==> src/rtl/core/fpeb_pkg.sv <==
// fpeb_pkg: shared types, command and register codes, smoothing weight table
// for the four-pass exponential blur. No dependencies.
`timescale 1ns / 1ps

package fpeb_pkg;

    // Command codes carried by one input word
    typedef enum logic [1:0] {
        CMD_WRITE = 2'd0,
        CMD_BLUR  = 2'd1,
        CMD_READ  = 2'd2,
        CMD_NONE  = 2'd3
    } cmd_t;

    // Configuration register indexes
    localparam logic [2:0] CFG_RECT_LEFT   = 3'd0;
    localparam logic [2:0] CFG_RECT_TOP    = 3'd1;
    localparam logic [2:0] CFG_RECT_RIGHT  = 3'd2;
    localparam logic [2:0] CFG_RECT_BOTTOM = 3'd3;
    localparam logic [2:0] CFG_RADIUS      = 3'd4;
    localparam logic [2:0] CFG_ALPHA_ONLY  = 3'd5;

    // Configuration field widths and reset values
    localparam int COORD_W  = 8;
    localparam int RADIUS_W = 6;
    localparam int ALPHA_W  = 5;
    localparam int ACC_W    = 12;
    localparam int CHANNELS = 4;

    localparam logic [RADIUS_W-1:0] RADIUS_RESET = 6'd5;
    localparam logic [COORD_W-1:0]  RIGHT_RESET  = 8'd255;
    localparam logic [COORD_W-1:0]  BOTTOM_RESET = 8'd255;

    // Smoothing weight per radius 1..17 (weight is in sixteenths)
    localparam logic [ALPHA_W-1:0] ALPHA_TABLE [17] = '{
        5'd14, 5'd10, 5'd8, 5'd6, 5'd5, 5'd5, 5'd4, 5'd3, 5'd3,
        5'd3,  5'd3,  5'd2, 5'd2, 5'd2, 5'd2, 5'd2, 5'd2
    };

    localparam logic [RADIUS_W-1:0] RADIUS_TABLE_MAX = 6'd17;

    // Weight from radius: full weight at zero, minimum weight past the table
    function automatic logic [ALPHA_W-1:0] alpha_of(input logic [RADIUS_W-1:0] r);
        logic [ALPHA_W-1:0] a;
        if (r == '0) begin
            a = 5'd16;
        end else if (r > RADIUS_TABLE_MAX) begin
            a = 5'd1;
        end else begin
            a = ALPHA_TABLE[5'(r - 6'd1)];
        end
        return a;
    endfunction

    // Sequencer control toward the store and the filter lanes
    typedef struct packed {
        logic               rd;
        logic               wr;
        logic               seed;
        logic               filt;
        logic [COORD_W-1:0] x;
        logic [COORD_W-1:0] y;
    } seq_ctl_t;

endpackage

==> src/rtl/core/fpeb_seq.sv <==
// fpeb_seq: walks the rectangle in four passes (down, right, up, left), one
// read per pixel and a write-back for each pixel but a line's first. Depends on fpeb_pkg.
`timescale 1ns / 1ps

module fpeb_seq
    import fpeb_pkg::*;
(
    input  logic               clk,
    input  logic               rst_n,
    input  logic               start,
    input  logic [COORD_W-1:0] c1,
    input  logic [COORD_W-1:0] c2,
    input  logic [COORD_W-1:0] r1,
    input  logic [COORD_W-1:0] r2,
    output seq_ctl_t           ctl,
    output logic               busy,
    output logic               done
);

    typedef enum logic [2:0] {
        S_IDLE = 3'b001,
        S_READ = 3'b010,
        S_PROC = 3'b100
    } state_t;

    typedef enum logic [1:0] {
        PASS_DOWN  = 2'd0,
        PASS_RIGHT = 2'd1,
        PASS_UP    = 2'd2,
        PASS_LEFT  = 2'd3
    } pass_t;

    state_t             state_reg, state_next;
    pass_t              pass_reg, pass_next;
    logic [COORD_W-1:0] line_reg, line_next;
    logic [COORD_W-1:0] pos_reg, pos_next;
    logic               first_reg, first_next;

    logic               col_pass;
    logic [COORD_W-1:0] line_hi;
    logic [COORD_W-1:0] pos_last;

    // First position of a line in a given pass
    function automatic logic [COORD_W-1:0] pos_first_of(
        input pass_t p, input logic [COORD_W-1:0] a1, input logic [COORD_W-1:0] a2,
        input logic [COORD_W-1:0] b1, input logic [COORD_W-1:0] b2);
        logic [COORD_W-1:0] v;
        case (p)
            PASS_DOWN:  v = b1;
            PASS_RIGHT: v = a1;
            PASS_UP:    v = b2;
            PASS_LEFT:  v = a2;
            default:    v = b1;
        endcase
        return v;
    endfunction

    // First line of a given pass
    function automatic logic [COORD_W-1:0] line_first_of(
        input pass_t p, input logic [COORD_W-1:0] a1, input logic [COORD_W-1:0] b1);
        logic [COORD_W-1:0] v;
        if (p == PASS_DOWN || p == PASS_UP) begin
            v = a1;
        end else begin
            v = b1;
        end
        return v;
    endfunction

    // Pass geometry: columns run over rows, rows run over columns
    always_comb
    begin
        col_pass = (pass_reg == PASS_DOWN) || (pass_reg == PASS_UP);
        line_hi  = col_pass ? c2 : r2;
        case (pass_reg)
            PASS_DOWN:  pos_last = r2;
            PASS_RIGHT: pos_last = c2;
            PASS_UP:    pos_last = r1;
            PASS_LEFT:  pos_last = c1;
            default:    pos_last = r2;
        endcase
    end

    // Walk control
    always_comb
    begin
        state_next = state_reg;
        pass_next  = pass_reg;
        line_next  = line_reg;
        pos_next   = pos_reg;
        first_next = first_reg;
        done       = 1'b0;
        case (state_reg)
            S_IDLE:
            begin
                if (start) begin
                    state_next = S_READ;
                    pass_next  = PASS_DOWN;
                    line_next  = c1;
                    pos_next   = r1;
                    first_next = 1'b1;
                end
            end
            S_READ:
            begin
                state_next = S_PROC;
            end
            S_PROC:
            begin
                state_next = S_READ;
                first_next = 1'b0;
                if (pos_reg == pos_last) begin
                    first_next = 1'b1;
                    if (line_reg == line_hi) begin
                        if (pass_reg == PASS_LEFT) begin
                            state_next = S_IDLE;
                            done       = 1'b1;
                        end else begin
                            pass_next = pass_t'(pass_reg + 2'd1);
                            line_next = line_first_of(pass_next, c1, r1);
                            pos_next  = pos_first_of(pass_next, c1, c2, r1, r2);
                        end
                    end else begin
                        line_next = line_reg + 8'd1;
                        pos_next  = pos_first_of(pass_reg, c1, c2, r1, r2);
                    end
                end else if (pass_reg == PASS_DOWN || pass_reg == PASS_RIGHT) begin
                    pos_next = pos_reg + 8'd1;
                end else begin
                    pos_next = pos_reg - 8'd1;
                end
            end
            default:
            begin
                state_next = S_IDLE;
            end
        endcase
    end

    always_ff @(posedge clk or negedge rst_n)
    begin
        if (!rst_n) begin
            state_reg <= S_IDLE;
            pass_reg  <= PASS_DOWN;
            line_reg  <= '0;
            pos_reg   <= '0;
            first_reg <= 1'b0;
        end else begin
            state_reg <= state_next;
            pass_reg  <= pass_next;
            line_reg  <= line_next;
            pos_reg   <= pos_next;
            first_reg <= first_next;
        end
    end

    // Store and lane control; the first pixel of a line only seeds
    always_comb
    begin
        ctl.rd   = (state_reg == S_READ);
        ctl.wr   = (state_reg == S_PROC) && !first_reg;
        ctl.seed = (state_reg == S_PROC) && first_reg;
        ctl.filt = (state_reg == S_PROC) && !first_reg;
        ctl.x    = col_pass ? line_reg : pos_reg;
        ctl.y    = col_pass ? pos_reg : line_reg;
    end

    assign busy = (state_reg != S_IDLE);

endmodule

==> config.mk <==
export PLATFORM = sky130hd
export DESIGN_NAME = fpeb_seq
export DESIGN_NICKNAME = d
export VERILOG_FILES = /design/src/rtl/core/fpeb_pkg.sv /design/src/rtl/core/fpeb_seq.sv
export SDC_FILE = /design/constraint.sdc
export NUM_CORES = 1
export LEC_CHECK = 0
export BUFFER_PORTS_ARGS = -buffer_cell sky130_fd_sc_hd__clkbuf_2
export CORE_MARGIN = 3
export CORE_UTILIZATION = 51
export CTS_BUF_LIST = sky130_fd_sc_hd__clkbuf_4 sky130_fd_sc_hd__clkbuf_8 sky130_fd_sc_hd__clkbuf_16
export DETAILED_ROUTE_END_ITERATION = 16
export PLACE_DENSITY = 0.78
export SLEW_MARGIN = 20
export SYNTH_ARGS = -nofsm -noshare
export SYNTH_HDL_FRONTEND = slang
export SYNTH_SLANG_ARGS = --single-unit
==> constraint.sdc <==
create_clock -name clk -period 3.5 [get_ports clk]
set_clock_uncertainty 0.2 [all_clocks]
set_input_delay 0.175 -clock clk [delete_from_list [all_inputs] [get_ports clk]]
set_output_delay 0.175 -clock clk [all_outputs]
set_load 0.005 [all_outputs]
==> results by group <==
STA
  – Worst slew pin tran: 668 ps
  – Final hold violation count: 0
  – Setup violators final: 0
  – Slew Limit Headroom: 0.555
  – Hold_ws: 122 ps
  – Count of final max-slew check failures: 0
  – Final Critical Period: 3310 ps
  – RSZ-0062 raised after global routing: false
  – Fmax: 302 MHz
  – Fin Setup TNS: 0 ps
  – Fin crit share: 0.947

Routing
  – Overall routed net length: 8290 µm
  – Drt pass-1 iters: 7
  – Post-route DRC: 0
  – First-iteration detailed-routing DRC count: 375
  – Via Count: 2791
  – Routed len/inst: 18.8 µm
  – Remaining antenna violation count: 0
  – Post-DR vias/cell: 6.33

GRT
  – GRT overflow: 0
  – Antenna violations before repair: 0
  – Vias in the first global route: 2611
  – All-Layer GR Usage: 0.271
  – First-pass GRT wire length: 13500 µm
  – Pin count of the biggest net entering global routing: 26

Hold path
  – Worst min-delay path category: in2reg
  – Worst hold start: c1[0]
  – WHS Endpoint: line_reg[0]
  – Hold depth: 3

Outcome
  – Run status: complete, no violations

Power
  – Power per cell area: 549 nW/µm²
  – Worst VDD drop: 300 µV
  – Static Leakage: 1.37 nW
  – Total chip power: 1.73 mW

Synth
  – Post-synth top area cell: dfrtp_1
  – Top cell type's share of synthesized area: 0.194
  – Avg Inst Size Synth: 8.33 µm²
  – Fraction of registers with async set/reset: 1.00
  – Mapped Area: 2710 µm²
  – Post-synth EDFFs: 0
  – Yosys cell types: 55
  – Yosys reg bits: 22
  – Syn nets: 374
  – Post-synth top flop: dfrtp_1
  – Synth Instances: 325
  – Synth top area cells: dfrtp_1 (19%), mux2_2 (10%), mux2i_1 (7.0%)
  – Sequential share of the synthesized area: 0.204
  – Synth warnings: 0

Clocking
  – Clk root buf: clkbuf_8
  – Post-CTS Setup Repair Bufs: 0
  – CTS tree: done
  – CTS sink count: 22
  – CTS Buf Count: 3
  – Clock transition at path regs: 80 ps
  – Max Root-Sink Buffers: 2
  – Worst-Skew Late Latency: 260 ps
  – H-tree levels: 1

Floorplan
  – Die area: 6220 µm²
  – Die Wd: 78.9 µm
  – Initial Utilization: 0.551
  – # rows: 25
  – Core ar.: 4910 µm²
  – Die H: 78.9 µm
  – # IOs: 57

Setup path
  – Worst Path Required: 3480 ps
  – Worst path top cell family by delay: simple AND/OR/NAND/NOR gates
  – Flop2flop setup slack: 190 ps
  – Critical Path AT: 3300 ps
  – Crit path buf inv count: 2
  – Crit path largest cell delay: 650 ps
  – R2r worst-path depth: 11
  – WS Path Type: reg2reg
  – Crit-path slowest cell: or4_1
  – CP Launch Type: flop
  – Crit-path max FO: 25
  – FF-to-FF End: pos_reg[5]
  – Reg2reg start: pass_reg[1]
  – CP cell instances: inv_1 -> ha_1 -> buf_12 -> a222oi_1 -> mux2i_1 -> xnor2_1 -> nand4_2 -> nor2_4 -> nand2_2 -> or4_1 -> a31oi_1
  – Crit end category: flop

Placed design
  – GPL Wtd Cong: 0.941
  – Dpl hpwl: 6370 µm
  – PortBufs: 56

Final layout
  – # diodes: 0
  – Most frequent cells in the layout: clkbuf_2 (56), mux2_2 (24), a21oi_1 (23), nor2_1 (20), dfrtp_1 (20)
  – Commonest non-fill, non-tap cell in the layout: clkbuf_2
  – Area growth, synth to finish: 16.4%
  – Nets@finish: 424
  – Share of layout cells above drive strength 1: 0.294

Job
  – Max cap viols: 0
-- repair_timing --
item,4_1_cts,5_1_grt
endpoints found under the setup margin,0,9
gates resized for setup,0,3
endpoints found under the hold margin,21,0
hold buffers,1,0
-- cell families after synthesis --
kind of cell | Yosys count | synth area share
fa+ha+maj | 14 | 0.0675
xor+xnor | 28 | 0.0906
buf+inv | 42 | 0.0675
flops | 22 | 0.204
compound gates | 97 | 0.248
simple gates | 79 | 0.152
mux | 43 | 0.170
-- worst reg2reg max path, stage by stage (launching register included) --
cell and delay, ps:
dfrtp_1 420, inv_1 100, ha_1 220, buf_12 170, a222oi_1 340, mux2i_1 140, xnor2_1 200, nand4_2 200
nor2_4 220, nand2_2 180, or4_1 650, a31oi_1 200
-- report_power, final --
group          switching (mW)  internal [mW]  leakage [nW]  total [mW]
Sequential              0.221          0.371         0.260       0.592
Combinational           0.442          0.524          1.09       0.966
Clock                  0.0815         0.0889        0.0262       0.170
Total                   0.744          0.984          1.37        1.73
-- area by class of cell --
class	count	area, µm²
flip-flops and latches	22	553
multi-input cells	261	1990
well taps	67	83.8
fillers	433	1760
repair buffers	69	405
inverters	18	67.6
clock buffers	4	48.8
-- layer usage --
metal | vias up | GRT usage | part of all wire
met2 | 160 | 0.423 | 0.45
met4 | 0 | 0.0808 | 0.021
met3 | 21 | 0.0465 | 0.092
met5 | - | 0 | 0
met1 | 1298 | 0.384 | 0.44
li1 | 1312 | - | -
-- worst max path at each step --
stage | from | endpoint | slack [ps] | cells after the start
after floorplan | pass_reg[0] | pos_reg[7] | 60 | 15
final | pass_reg[1] | pos_reg[5] | 190 | 11
after CTS | pass_reg[0] | pos_reg[7] | 100 | 11
after detailed placement | pass_reg[0] | pos_reg[7] | 110 | 11
after global routing | pass_reg[1] | pos_reg[5] | 10 | 11
after global placement | pass_reg[1] | pos_reg[7] | 220 | 11
-- cell usage after synthesis (all sizes together) (2+ instances only) --
cell     instances
inv             18
nor3b            2
o211ai           2
o221ai           5
nand2b           2
nand2           19
mux2            24
nand3           14
a21oi           24
o22ai            9
a22o             3
xor2            11
a22oi           14
xnor2           17
a211oi           2
or4              2
clkbuf          12
ha              13
a222oi           8
nor2b            2
a2bb2oi          4
nor3             3
nor2            23
mux2i           19
o21a             2
buf             12
and3             4
dfrtp           21
o21ai           14
nand4            4
-- stage by stage --
step | cell area (µm²) | util | std cells | setup slack, ps
after global placement | 3080 | 0.627 | 436 | 220
after detailed placement | 3080 | 0.627 | 436 | 115
after global routing | 3150 | 0.642 | 441 | 14.1
final | 3150 | 0.642 | 441 | 185
after CTS | 3140 | 0.639 | 441 | 102
after floorplan | 2720 | - | 325 | 57.4
Power figures use the tool's default switching activity.
