File: config.mk
export PLATFORM = sky130hd
export DESIGN_NAME = fpeb_filter
export DESIGN_NICKNAME = d
export VERILOG_FILES = /design/src/rtl/core/fpeb_pkg.sv /design/src/rtl/core/fpeb_filter.sv
export SDC_FILE = /design/constraint.sdc
export NUM_CORES = 1
export LEC_CHECK = 0
export BUFFER_PORTS_ARGS = -buffer_cell sky130_fd_sc_hd__buf_4
export CAP_MARGIN = 20
export CORE_ASPECT_RATIO = 1.4
export CORE_MARGIN = 2
export CORE_UTILIZATION = 50
export CTS_CLUSTER_DIAMETER = 40
export DETAILED_ROUTE_END_ITERATION = 12
export PLACE_DENSITY_LB_ADDON = 0.3
export SLEW_MARGIN = 0
export SYNTH_ARGS = -nofsm -noshare
export SYNTH_HDL_FRONTEND = slang
export SYNTH_SLANG_ARGS = --single-unit
File: constraint.sdc
create_clock -name clk -period 17 [get_ports clk]
set_clock_uncertainty 0.05 [all_clocks]
set_input_delay 3.4 -clock clk [delete_from_list [all_inputs] [get_ports clk]]
set_output_delay 3.4 -clock clk [all_outputs]
set_load 0.05 [all_outputs]
File: src/rtl/core/fpeb_pkg.sv
// fpeb_pkg: shared types, command and register codes, smoothing weight table
// for the four-pass exponential blur. No dependencies.
`timescale 1ns / 1ps

package fpeb_pkg;

    // Command codes carried by one input word
    typedef enum logic [1:0] {
        CMD_WRITE = 2'd0,
        CMD_BLUR  = 2'd1,
        CMD_READ  = 2'd2,
        CMD_NONE  = 2'd3
    } cmd_t;

    // Configuration register indexes
    localparam logic [2:0] CFG_RECT_LEFT   = 3'd0;
    localparam logic [2:0] CFG_RECT_TOP    = 3'd1;
    localparam logic [2:0] CFG_RECT_RIGHT  = 3'd2;
    localparam logic [2:0] CFG_RECT_BOTTOM = 3'd3;
    localparam logic [2:0] CFG_RADIUS      = 3'd4;
    localparam logic [2:0] CFG_ALPHA_ONLY  = 3'd5;

    // Configuration field widths and reset values
    localparam int COORD_W  = 8;
    localparam int RADIUS_W = 6;
    localparam int ALPHA_W  = 5;
    localparam int ACC_W    = 12;
    localparam int CHANNELS = 4;

    localparam logic [RADIUS_W-1:0] RADIUS_RESET = 6'd5;
    localparam logic [COORD_W-1:0]  RIGHT_RESET  = 8'd255;
    localparam logic [COORD_W-1:0]  BOTTOM_RESET = 8'd255;

    // Smoothing weight per radius 1..17 (weight is in sixteenths)
    localparam logic [ALPHA_W-1:0] ALPHA_TABLE [17] = '{
        5'd14, 5'd10, 5'd8, 5'd6, 5'd5, 5'd5, 5'd4, 5'd3, 5'd3,
        5'd3,  5'd3,  5'd2, 5'd2, 5'd2, 5'd2, 5'd2, 5'd2
    };

    localparam logic [RADIUS_W-1:0] RADIUS_TABLE_MAX = 6'd17;

    // Weight from radius: full weight at zero, minimum weight past the table
    function automatic logic [ALPHA_W-1:0] alpha_of(input logic [RADIUS_W-1:0] r);
        logic [ALPHA_W-1:0] a;
        if (r == '0) begin
            a = 5'd16;
        end else if (r > RADIUS_TABLE_MAX) begin
            a = 5'd1;
        end else begin
            a = ALPHA_TABLE[5'(r - 6'd1)];
        end
        return a;
    endfunction

    // Sequencer control toward the store and the filter lanes
    typedef struct packed {
        logic               rd;
        logic               wr;
        logic               seed;
        logic               filt;
        logic [COORD_W-1:0] x;
        logic [COORD_W-1:0] y;
    } seq_ctl_t;

endpackage

File: src/rtl/core/fpeb_filter.sv
// fpeb_filter: four byte lanes of the recursive smoothing step with their
// accumulators. Depends on fpeb_pkg.
`timescale 1ns / 1ps

module fpeb_filter
    import fpeb_pkg::*;
(
    input  logic               clk,
    input  logic               rst_n,
    input  seq_ctl_t           ctl,
    input  logic [ALPHA_W-1:0] alpha,
    input  logic               alpha_only,
    input  logic [31:0]        rdata,
    output logic [31:0]        wdata
);

    genvar ch;
    generate
        for (ch = 0; ch < CHANNELS; ch++) begin : g_lane
            logic [ACC_W-1:0]  acc_reg;
            logic [ACC_W-1:0]  acc_next;
            logic [ACC_W-1:0]  p16;
            logic signed [12:0] diff;
            logic signed [5:0]  alpha_s;
            logic signed [18:0] prod;
            logic signed [18:0] biased;
            logic signed [18:0] step;
            logic [ACC_W-1:0]  nv;
            logic              active;

            // Lane 3 is alpha and always filters
            assign active = (ch == CHANNELS - 1) || !alpha_only;

            // acc + ((p<<4) - acc) * alpha / 16, division toward zero
            assign p16     = {rdata[8*ch+7:8*ch], 4'b0000};
            assign diff    = $signed({1'b0, p16}) - $signed({1'b0, acc_reg});
            assign alpha_s = $signed({1'b0, alpha});
            assign prod    = diff * alpha_s;
            assign biased  = prod + (prod[18] ? 19'sd15 : 19'sd0);
            assign step    = biased >>> 4;
            assign nv      = acc_reg + step[ACC_W-1:0];

            always_comb
            begin
                acc_next = acc_reg;
                if (active && ctl.seed) begin
                    acc_next = p16;
                end else if (active && ctl.filt) begin
                    acc_next = nv;
                end
            end

            always_ff @(posedge clk or negedge rst_n)
            begin
                if (!rst_n) begin
                    acc_reg <= '0;
                end else begin
                    acc_reg <= acc_next;
                end
            end

            // Write back the new byte, leave idle lanes as read
            assign wdata[8*ch+7:8*ch] = (active && ctl.filt) ? nv[ACC_W-1:4]
                                                             : rdata[8*ch+7:8*ch];
        end
    endgenerate

endmodule

==> results.ini, run 1 <==
[die]
floorplan.die_area_sq_mm = 0.03464
die-width_um = 157.9
core_area_sq_mm = 0.03250
effective_utilization_at_floorplan_pct = 50.99
chipHeight_um = 219.4
io_pins = 92
core.rowCount = 78

[drt]
wl_per_cell_um = 15.83
first_pass_iters = 5
detail_route.wirelength_um = 39840
drt.antenna.violating_nets = 0
detailroute.via_count = 13910
dr.first_iter.drc_count = 552
drt-vias-per-instance = 5.527
detail_route.drc_violations = 0

[timing]
timing.final.crit_share_pct = 94.79
final_max_slew_viol_count = 0
timing.max_slew.rel_slack_pct = 30.48
min_period_ns = 16.12
final-setup-viol-count = 0
final_critical_path_setup_slack_ns = 0.8849
rsz0062_at_grt = no
totalNegativeSetupSlack_ns = 0
final_hold_viol_count = 0
worst_pin_slew_ns = 1.038
clock.fmax_mhz = 62.05

[cells_and_area]
nNetsFinal = 2539
filler_cell_count = 3104
most-common-layout-cells = inv_1 (341), ha_1 (244), and2_1 (215)
drive_above_1_share_pct = 5.877
syn2layout_area_growth_pct = 6.485
insertedDiodeCount = 0
final_common_cell = inv_1
largest_register_ffs = 48

[synthesis]
synth_top_area_share_pct = 19.33
synth_seq_area_share_pct = 7.248
post_synth.cell_area_avg_sq_um = 8.080
synth_fp_nets = 2515
ys_seq_elements = 48
yosys_warnings = 0
synth-edff-count = 0
post_synth_inst_count = 2051
synth_largest_area_cell = fa_1
mappedNetlistArea_sq_mm = 0.01657
asyncSetResetFlopFracSynth_pct = 100.0
ys_types = 78
netlist_top_cells_area = fa_1 (19%), ha_1 (18%), and2_1 (8.1%), inv_1 (7.7%), dfrtp_1 (7.2%)
synthFlopType = dfrtp_1

[clock_tree]
tritoncts = built
cts.sink_count = 48
post_cts.resized_instances = 0
clkSlewWorstSetupHoldPaths_ns = 0.08
hold_buffers = 0
cts.root.buffer_cell = clkbuf_16
cts_made_buffers = 5
clock_tree.buffer_depth = 2
number_of_setup_buffers_added_after_cts = 0
clock_latency_at_the_later_pin_of_the_worst_skew_pair_ns = 0.31
cts-htree-levels = 2

[place]
io_buffers = 73
place.detailed.hpwl_um = 31650
gp_congestion = 0.8686
dpl_worst_slack_ns = 0.8665

[worst_setup_path]
worst-endpoint-arrival_ns = 12.67
slowest_stage = a2111oi_0
worst-setup-path-type = in -> out
slowest_delay_ns = 0.78
regToRegSetupSlack_ns = 7.48
critPathMostFrequentCell = inv_1
required_ns = 13.55
worstSetupEndpointType = primary output
worstPathMaxFanout = 10
start_kind = input port

[grt]
grt_antenna_before_repair = 0
grt_start_max_net_pins = 57
grt_pass1_vias = 14660
overflow = 0
first_pass_grt_wire_length_um = 67480
global_route.usage.total_pct = 23.96

[outcome]
status = finished, final reports clean

[flow_run]
max_cap_viol_count = 0

[hold_path]
worstHoldPathType = reg -> reg

final timing paths:
check	from	endpoint	cells past startpoint
worst min-delay path	g_lane[1].acc_reg[7]$_DFFE_PN0P_	g_lane[1].acc_reg[7]$_DFFE_PN0P_	1
worst max register to register	g_lane[0].acc_reg[0]$_DFFE_PN0P_	g_lane[0].acc_reg[11]$_DFFE_PN0P_	36
max in group asynchronous	rst_n	g_lane[0].acc_reg[0]$_DFFE_PN0P_	1
worst max-delay path	rdata[0]	wdata[7]	37
worst min register to register	g_lane[1].acc_reg[7]$_DFFE_PN0P_	g_lane[1].acc_reg[7]$_DFFE_PN0P_	1
min in group asynchronous	rst_n	g_lane[3].acc_reg[0]$_DFFE_PN0P_	1
critical path, delay by kind of cell:
family	cells	cell delay (ns)
AO/OA/AOI/OAI	17	4.20
XOR/XNOR	3	0.75
adder cells (fa/ha/maj)	6	2.64
buffers and inverters	6	0.61
AND/OR/NAND/NOR	5	1.05
layout make-up:
type                            instances  area (sq um)  area share [%]
Multi-Input combinational cell       1602         13870           78.62
Timing Repair Buffer                   76         570.5           3.233
Clock buffer                            5         125.1          0.7090
Sequential cell                        48          1201           6.807
Clock inverter                          3         42.54          0.2411
Inverter                              342          1284           7.275
Tap cell                              440         550.5           3.120
logic make-up (layout without fill, tap and decap cells):
| family | Yosys count | count (layout) | share of synthesized area, % |
|---|---|---|---|
| AND/OR/NAND/NOR | 621 | 621 | 19.85 |
| XOR/XNOR | 164 | 164 | 8.750 |
| flip-flops | 48 | 48 | 7.248 |
| AO/OA/AOI/OAI | 389 | 389 | 15.77 |
| multiplexers | 24 | 24 | 1.548 |
| buffers and inverters | 401 | 426 | 9.083 |
| adder cells (fa/ha/maj) | 404 | 404 | 37.75 |
layer usage:
layer / vias to the layer above / GRT usage [%] / part of all wire [%]
li1: 6820 / - / -
met3: 91 / 1.797 / 3.3
met5: - / 0 / 0
met4: 0 / 7.818 / 3.4
met1: 6733 / 26.41 / 39
met2: 263 / 47.42 / 54
stage by stage:
step | hold slack (ns) | std cells | cell area (sq um) | util, %
3_3_place_gp | 0.5010 | 2507 | 17470 | 53.76
3_5_place_dp | 0.5052 | 2508 | 17480 | 53.78
2_1_floorplan | 0.4550 | 2051 | 16570 | -
5_1_grt | 0.5626 | 2516 | 17650 | 54.30
4_1_cts | 0.5291 | 2516 | 17650 | 54.30
6_report | 0.5314 | 2516 | 17650 | 54.30
synth_stat cells (9+ instances only):
master and instances:
inv_1 341, ha_1 244, and2_1 215, nand2_1 163, fa_1 160, xnor2_1 107, a21oi_1 91, o21ai_0 90
nor2_1 77, xor2_1 56, clkbuf_1 55, dfrtp_1 48, a21o_1 40, nor3_1 40, o21a_1 27, nand3_1 24
a31oi_1 17, and3_1 16, nand2b_1 15, a21boi_0 14, a22oi_1 13, mux2_2 13, a221o_1 12, mux2i_1 11
nor2b_1 11, nand4_1 9
Power of run 1 is left out: the tool's default activity adds up to more than one toggle a clock period on the data nets, which glitch-free logic cannot reach.
==> inputs of run 2 (changes only) <==
--- a/config.mk
+++ b/config.mk
@@ -18,2 +18,3 @@
 export SYNTH_HDL_FRONTEND = slang
 export SYNTH_SLANG_ARGS = --single-unit
+export TNS_END_PERCENT = 5
==> constraint.sdc (replaced) <==
create_clock -name clk -period 17 [get_ports clk]
set_clock_uncertainty 0.05 [all_clocks]
set_input_delay 0.85 -clock clk [delete_from_list [all_inputs] [get_ports clk]]
set_output_delay 0.85 -clock clk [all_outputs]
set_load 0.05 [all_outputs]
==> results.ini, run 2 (synthesized netlist as in run 1, its figures left out) <==
[cells_and_area]
drive_above_1_share_pct = 5.922  ; +0.045 points
most-common-layout-cells = inv_1 (341), ha_1 (244), and2_1 (215)
final_common_cell = inv_1
largest_register_ffs = 48  ; unchanged
filler_cell_count = 3080  ; -0.77%
nNetsFinal = 2540  ; +0.039%
insertedDiodeCount = 0  ; unchanged
syn2layout_area_growth_pct = 6.418  ; about the same

[flow_run]
max_cap_viol_count = 0  ; unchanged

[drt]
detail_route.drc_violations = 0  ; unchanged
first_pass_iters = 7  ; +2
wl_per_cell_um = 15.80  ; -0.19%
detail_route.wirelength_um = 39780  ; -0.15%
detailroute.via_count = 13960  ; +0.37%
drt.antenna.violating_nets = 0  ; unchanged
drt-vias-per-instance = 5.545  ; +0.33%
dr.first_iter.drc_count = 599  ; +8.5%

[die]
effective_utilization_at_floorplan_pct = 50.99  ; unchanged
core.rowCount = 78  ; unchanged
floorplan.die_area_sq_mm = 0.03464  ; unchanged
io_pins = 92  ; unchanged
chipHeight_um = 219.4  ; unchanged
die-width_um = 157.9  ; unchanged
core_area_sq_mm = 0.03250  ; unchanged

[clock_tree]
cts_made_buffers = 5  ; unchanged
clock_latency_at_the_later_pin_of_the_worst_skew_pair_ns = 0.32  ; about the same
cts.root.buffer_cell = clkbuf_16
number_of_setup_buffers_added_after_cts = 0  ; unchanged
hold_buffers = 0  ; unchanged
clock_tree.buffer_depth = 2  ; unchanged
cts-htree-levels = 2  ; unchanged
tritoncts = built
post_cts.resized_instances = 0  ; unchanged
clkSlewWorstSetupHoldPaths_ns = 0.08  ; about the same
cts.sink_count = 48  ; unchanged

[timing]
rsz0062_at_grt = no
timing.max_slew.rel_slack_pct = 31.75  ; +1.3 points
worst_pin_slew_ns = 1.019  ; -0.01890 ns
final-setup-viol-count = 0  ; unchanged
min_period_ns = 11.08  ; -5.036 ns
final_hold_viol_count = 0  ; unchanged
final_max_slew_viol_count = 0  ; unchanged
timing.final.crit_share_pct = 65.17  ; -30 points
clock.fmax_mhz = 90.26  ; +45%
totalNegativeSetupSlack_ns = 0  ; unchanged

[grt]
grt_start_max_net_pins = 57  ; unchanged
grt_antenna_before_repair = 0  ; unchanged
overflow = 0  ; unchanged
first_pass_grt_wire_length_um = 66320  ; -1.7%
grt_pass1_vias = 14520  ; -0.96%
global_route.usage.total_pct = 23.48  ; -0.48 points

[worst_setup_path]
slowest_stage = a2111oi_0
worst-setup-path-type = in -> out
required_ns = 16.10  ; +2.55 ns
critPathMostFrequentCell = inv_1
worstSetupEndpointType = primary output
start_kind = input port
slowest_delay_ns = 0.76  ; -0.02 ns
worstPathMaxFanout = 10  ; unchanged
worst-endpoint-arrival_ns = 10.18  ; -2.49 ns

[place]
place.detailed.hpwl_um = 31800  ; +0.49%
gp_congestion = 0.8767  ; +0.93%
io_buffers = 73  ; unchanged

[outcome]
status = finished, final reports clean

[hold_path]
worstHoldPathType = in -> async

-- run 2: changes by cell type in the layout (fill, tap and decap cells not counted) --
cell	delta
clkinv_2	+1
clkinvlp_4	-1
buf_4	+1
clkbuf_8	+1
bufinv_16	-1
-- run 2: final cells by class --
cell class              count  area [sq um]  area share [%]
clock buffers               6         138.9          0.7875
clock inverters             2         10.01         0.05676
inverters                 342          1284           7.279
multi-input cells        1602         13870           78.67
flip-flops and latches     48          1201           6.811
well taps                 440         550.5           3.122
repair buffers             77         578.1           3.278
-- run 2: worst max-delay path: cells and delay by family --
| family | cells | cell delay, ns |
|---|---|---|
| buffers and inverters | 6 | 0.62 |
| AOI/OAI and AO/OA | 17 | 4.32 |
| xor gates and xnor gates | 3 | 0.74 |
| adders and majority gates | 6 | 2.59 |
| and+or+nand+nor | 5 | 1.06 |
-- run 2: final timing paths --
kind                                                  startpoint                                end  slack (ns)  cells after the start
worst max-delay path                                    rdata[0]                           wdata[7]        5.92                     37
worst min-delay path                                       rst_n   g_lane[3].acc_reg[2]$_DFFE_PN0P_        0.53                      1
worst max register to register  g_lane[0].acc_reg[0]$_DFFE_PN0P_  g_lane[0].acc_reg[11]$_DFFE_PN0P_        7.39                     36
worst min register to register  g_lane[1].acc_reg[1]$_DFFE_PN0P_   g_lane[1].acc_reg[1]$_DFFE_PN0P_        0.53                      2
max in group asynchronous                                  rst_n   g_lane[0].acc_reg[9]$_DFFE_PN0P_       15.87                      1
min in group clk                g_lane[1].acc_reg[1]$_DFFE_PN0P_   g_lane[1].acc_reg[1]$_DFFE_PN0P_        0.53                      2
-- run 2: metrics by stage --
| stage | setup WS (ns) | cells | instance area [sq um] | hold WS, ns | util [%] |
|---|---|---|---|---|---|
| 2_1_floorplan | 7.015 | 2051 | 16570 | 0.4550 | - |
| 3_3_place_gp | 6.059 | 2508 | 17480 | 0.4991 | 53.78 |
| 3_5_place_dp | 5.985 | 2509 | 17490 | 0.5131 | 53.81 |
| 4_1_cts | 5.970 | 2517 | 17640 | 0.5376 | 54.27 |
| 5_1_grt | 5.497 | 2517 | 17640 | 0.5684 | 54.27 |
| 6_report | 5.921 | 2517 | 17640 | 0.5331 | 54.27 |
-- run 2: metal layers --
layer  global-route usage (%)  part of all wire (%)  routed length [um]  vias to the layer above
met5                        0                     0                   0                        -
met4                    7.667                   2.8                1103                        0
met3                    2.192                   3.3                1294                       77
met2                    46.43                    54               21540                      253
met1                    25.64                    40               15840                     6814
li1                         -                     -                   -                     6814
Power of run 2 is left out for the same reason.
==> inputs of run 3 (changes only) <==
Clock period 17 ns to 11.5 ns, I/O delays scaled along.
==> results.ini, run 3 (synthesized netlist as in run 1, its figures left out) <==
[die]
chipHeight_um = 219.4  ; unchanged
core.rowCount = 78  ; unchanged
io_pins = 92  ; unchanged
effective_utilization_at_floorplan_pct = 50.99  ; unchanged
core_area_sq_mm = 0.03250  ; unchanged
floorplan.die_area_sq_mm = 0.03464  ; unchanged
die-width_um = 157.9  ; unchanged

[worst_setup_path]
worstSetupEndpointType = primary output
reg2reg_from = g_lane[0].acc_reg[0]$_DFFE_PN0P_
ff2ff_path_depth = 36  ; unchanged
r2r_end = g_lane[0].acc_reg[11]$_DFFE_PN0P_
required_ns = 10.88  ; -5.22 ns
start_kind = flop
regToRegSetupSlack_ns = 2.13  ; -5.26 ns
slowest_stage = a2111oi_0
worst-setup-path-type = reg -> out
slowest_delay_ns = 0.75  ; about the same
critPathMostFrequentCell = inv_1
worst-endpoint-arrival_ns = 9.78  ; -0.40 ns
worstPathMaxFanout = 11  ; +1

[place]
place.detailed.hpwl_um = 31550  ; -0.82%
gp_congestion = 0.8610  ; -1.8%
io_buffers = 73  ; unchanged

[flow_run]
max_cap_viol_count = 0  ; unchanged

[grt]
grt_start_max_net_pins = 57  ; unchanged
global_route.usage.total_pct = 23.46  ; about the same
first_pass_grt_wire_length_um = 66010  ; -0.46%
grt_pass1_vias = 14300  ; -1.5%
overflow = 0  ; unchanged
grt_antenna_before_repair = 0  ; unchanged

[drt]
wl_per_cell_um = 15.68  ; -0.82%
drt.antenna.violating_nets = 0  ; unchanged
dr.first_iter.drc_count = 565  ; -5.7%
detail_route.drc_violations = 0  ; unchanged
detail_route.wirelength_um = 39460  ; -0.82%
detailroute.via_count = 13870  ; -0.60%
first_pass_iters = 5  ; -2
drt-vias-per-instance = 5.512  ; -0.60%

[outcome]
status = finished, final reports clean

[clock_tree]
clock_tree.buffer_depth = 2  ; unchanged
cts-htree-levels = 2  ; unchanged
number_of_setup_buffers_added_after_cts = 0  ; unchanged
hold_buffers = 0  ; unchanged
cts_made_buffers = 5  ; unchanged
tritoncts = built
clkSlewWorstSetupHoldPaths_ns = 0.08  ; about the same
cts.root.buffer_cell = clkbuf_16
post_cts.resized_instances = 0  ; unchanged
cts.sink_count = 48  ; unchanged
clock_latency_at_the_later_pin_of_the_worst_skew_pair_ns = 0.31  ; about the same

[timing]
totalNegativeSetupSlack_ns = 0  ; unchanged
final-setup-viol-count = 0  ; unchanged
worst_pin_slew_ns = 1.015  ; -0.004344 ns
final_max_slew_viol_count = 0  ; unchanged
final_hold_viol_count = 0  ; unchanged
clock.fmax_mhz = 96.09
min_period_ns = 10.41
timing.final.crit_share_pct = 90.49
timing.max_slew.rel_slack_pct = 32.04  ; +0.29 points
rsz0062_at_grt = no

[cells_and_area]
footprint_of_the_multi_input_gates_sq_mm = 0.01387  ; unchanged
register_area_sq_mm = 0.001201  ; unchanged
most-common-layout-cells = inv_1 (341), ha_1 (244), and2_1 (215)
syn2layout_area_growth_pct = 6.508  ; about the same
filler_cell_count = 3049  ; -1.0%
largest_register_ffs = 48  ; unchanged
final_common_cell = inv_1
nNetsFinal = 2540  ; unchanged
drive_above_1_share_pct = 5.874  ; -0.048 points
insertedDiodeCount = 0  ; unchanged

[hold_path]
worstHoldPathType = in -> async

==> run 3: cell count changes in the layout (fill, tap and decap cells not counted) <==
cell	change
bufinv_16	+1
clkbuf_1	+1
clkbuf_8	-1
clkinv_2	-1
==> run 3: how the worst max path moves through the flow <==
stage,startpoint,end,slack (ns),depth (start not counted)
4_1_cts,g_lane[0].acc_reg[0]$_DFFE_PN0P_,wdata[7],1.05,37
2_1_floorplan,rdata[16],wdata[23],2.07,32
6_report,g_lane[0].acc_reg[0]$_DFFE_PN0P_,wdata[7],1.09,37
5_1_grt,g_lane[0].acc_reg[0]$_DFFE_PN0P_,wdata[7],0.17,37
3_3_place_gp,rdata[0],wdata[7],1.24,37
3_5_place_dp,rdata[0],wdata[7],1.17,37
==> run 3: final cells by class <==
class	count	share of cell area [%]
clock inverters	2	0.1985
well taps	440	3.119
inverters	342	7.273
flip-flops and latches	48	6.805
repair buffers	77	3.275
clock buffers	6	0.7301
multi-input cells	1602	78.60
==> run 3: metal layers <==
layer | global-route usage [%] | vias to the layer above | wire length [um]
li1 | - | 6809 | -
met1 | 26.09 | 6763 | 15720
met2 | 46.55 | 242 | 21510
met3 | 2.271 | 60 | 1308
met4 | 6.091 | 0 | 912
met5 | 0 | - | 0
==> run 3: worst max-delay path, delay by kind of cell, from the launching register on <==
kind | cells | cell delay, ns
flops | 1 | 0.52
simple gates | 5 | 1.00
fa+ha+maj | 6 | 2.52
buf+inv | 6 | 0.54
xor+xnor | 3 | 0.70
compound gates | 17 | 4.15
==> run 3: through the flow <==
stage          worst slack, ns  hold slack (ns)  cells  cell area (sq um)  utilization, %
4_1_cts                  1.054           0.3006   2517              17650           54.31
6_report                 1.093           0.2790   2517              17650           54.31
5_1_grt                 0.1656           0.3215   2517              17650           54.31
2_1_floorplan            2.065           0.2294   2051              16570               -
3_3_place_gp             1.244           0.5027   2509              17490           53.81
3_5_place_dp             1.169           0.5120   2509              17490           53.81
Power of run 3 is left out for the same reason.
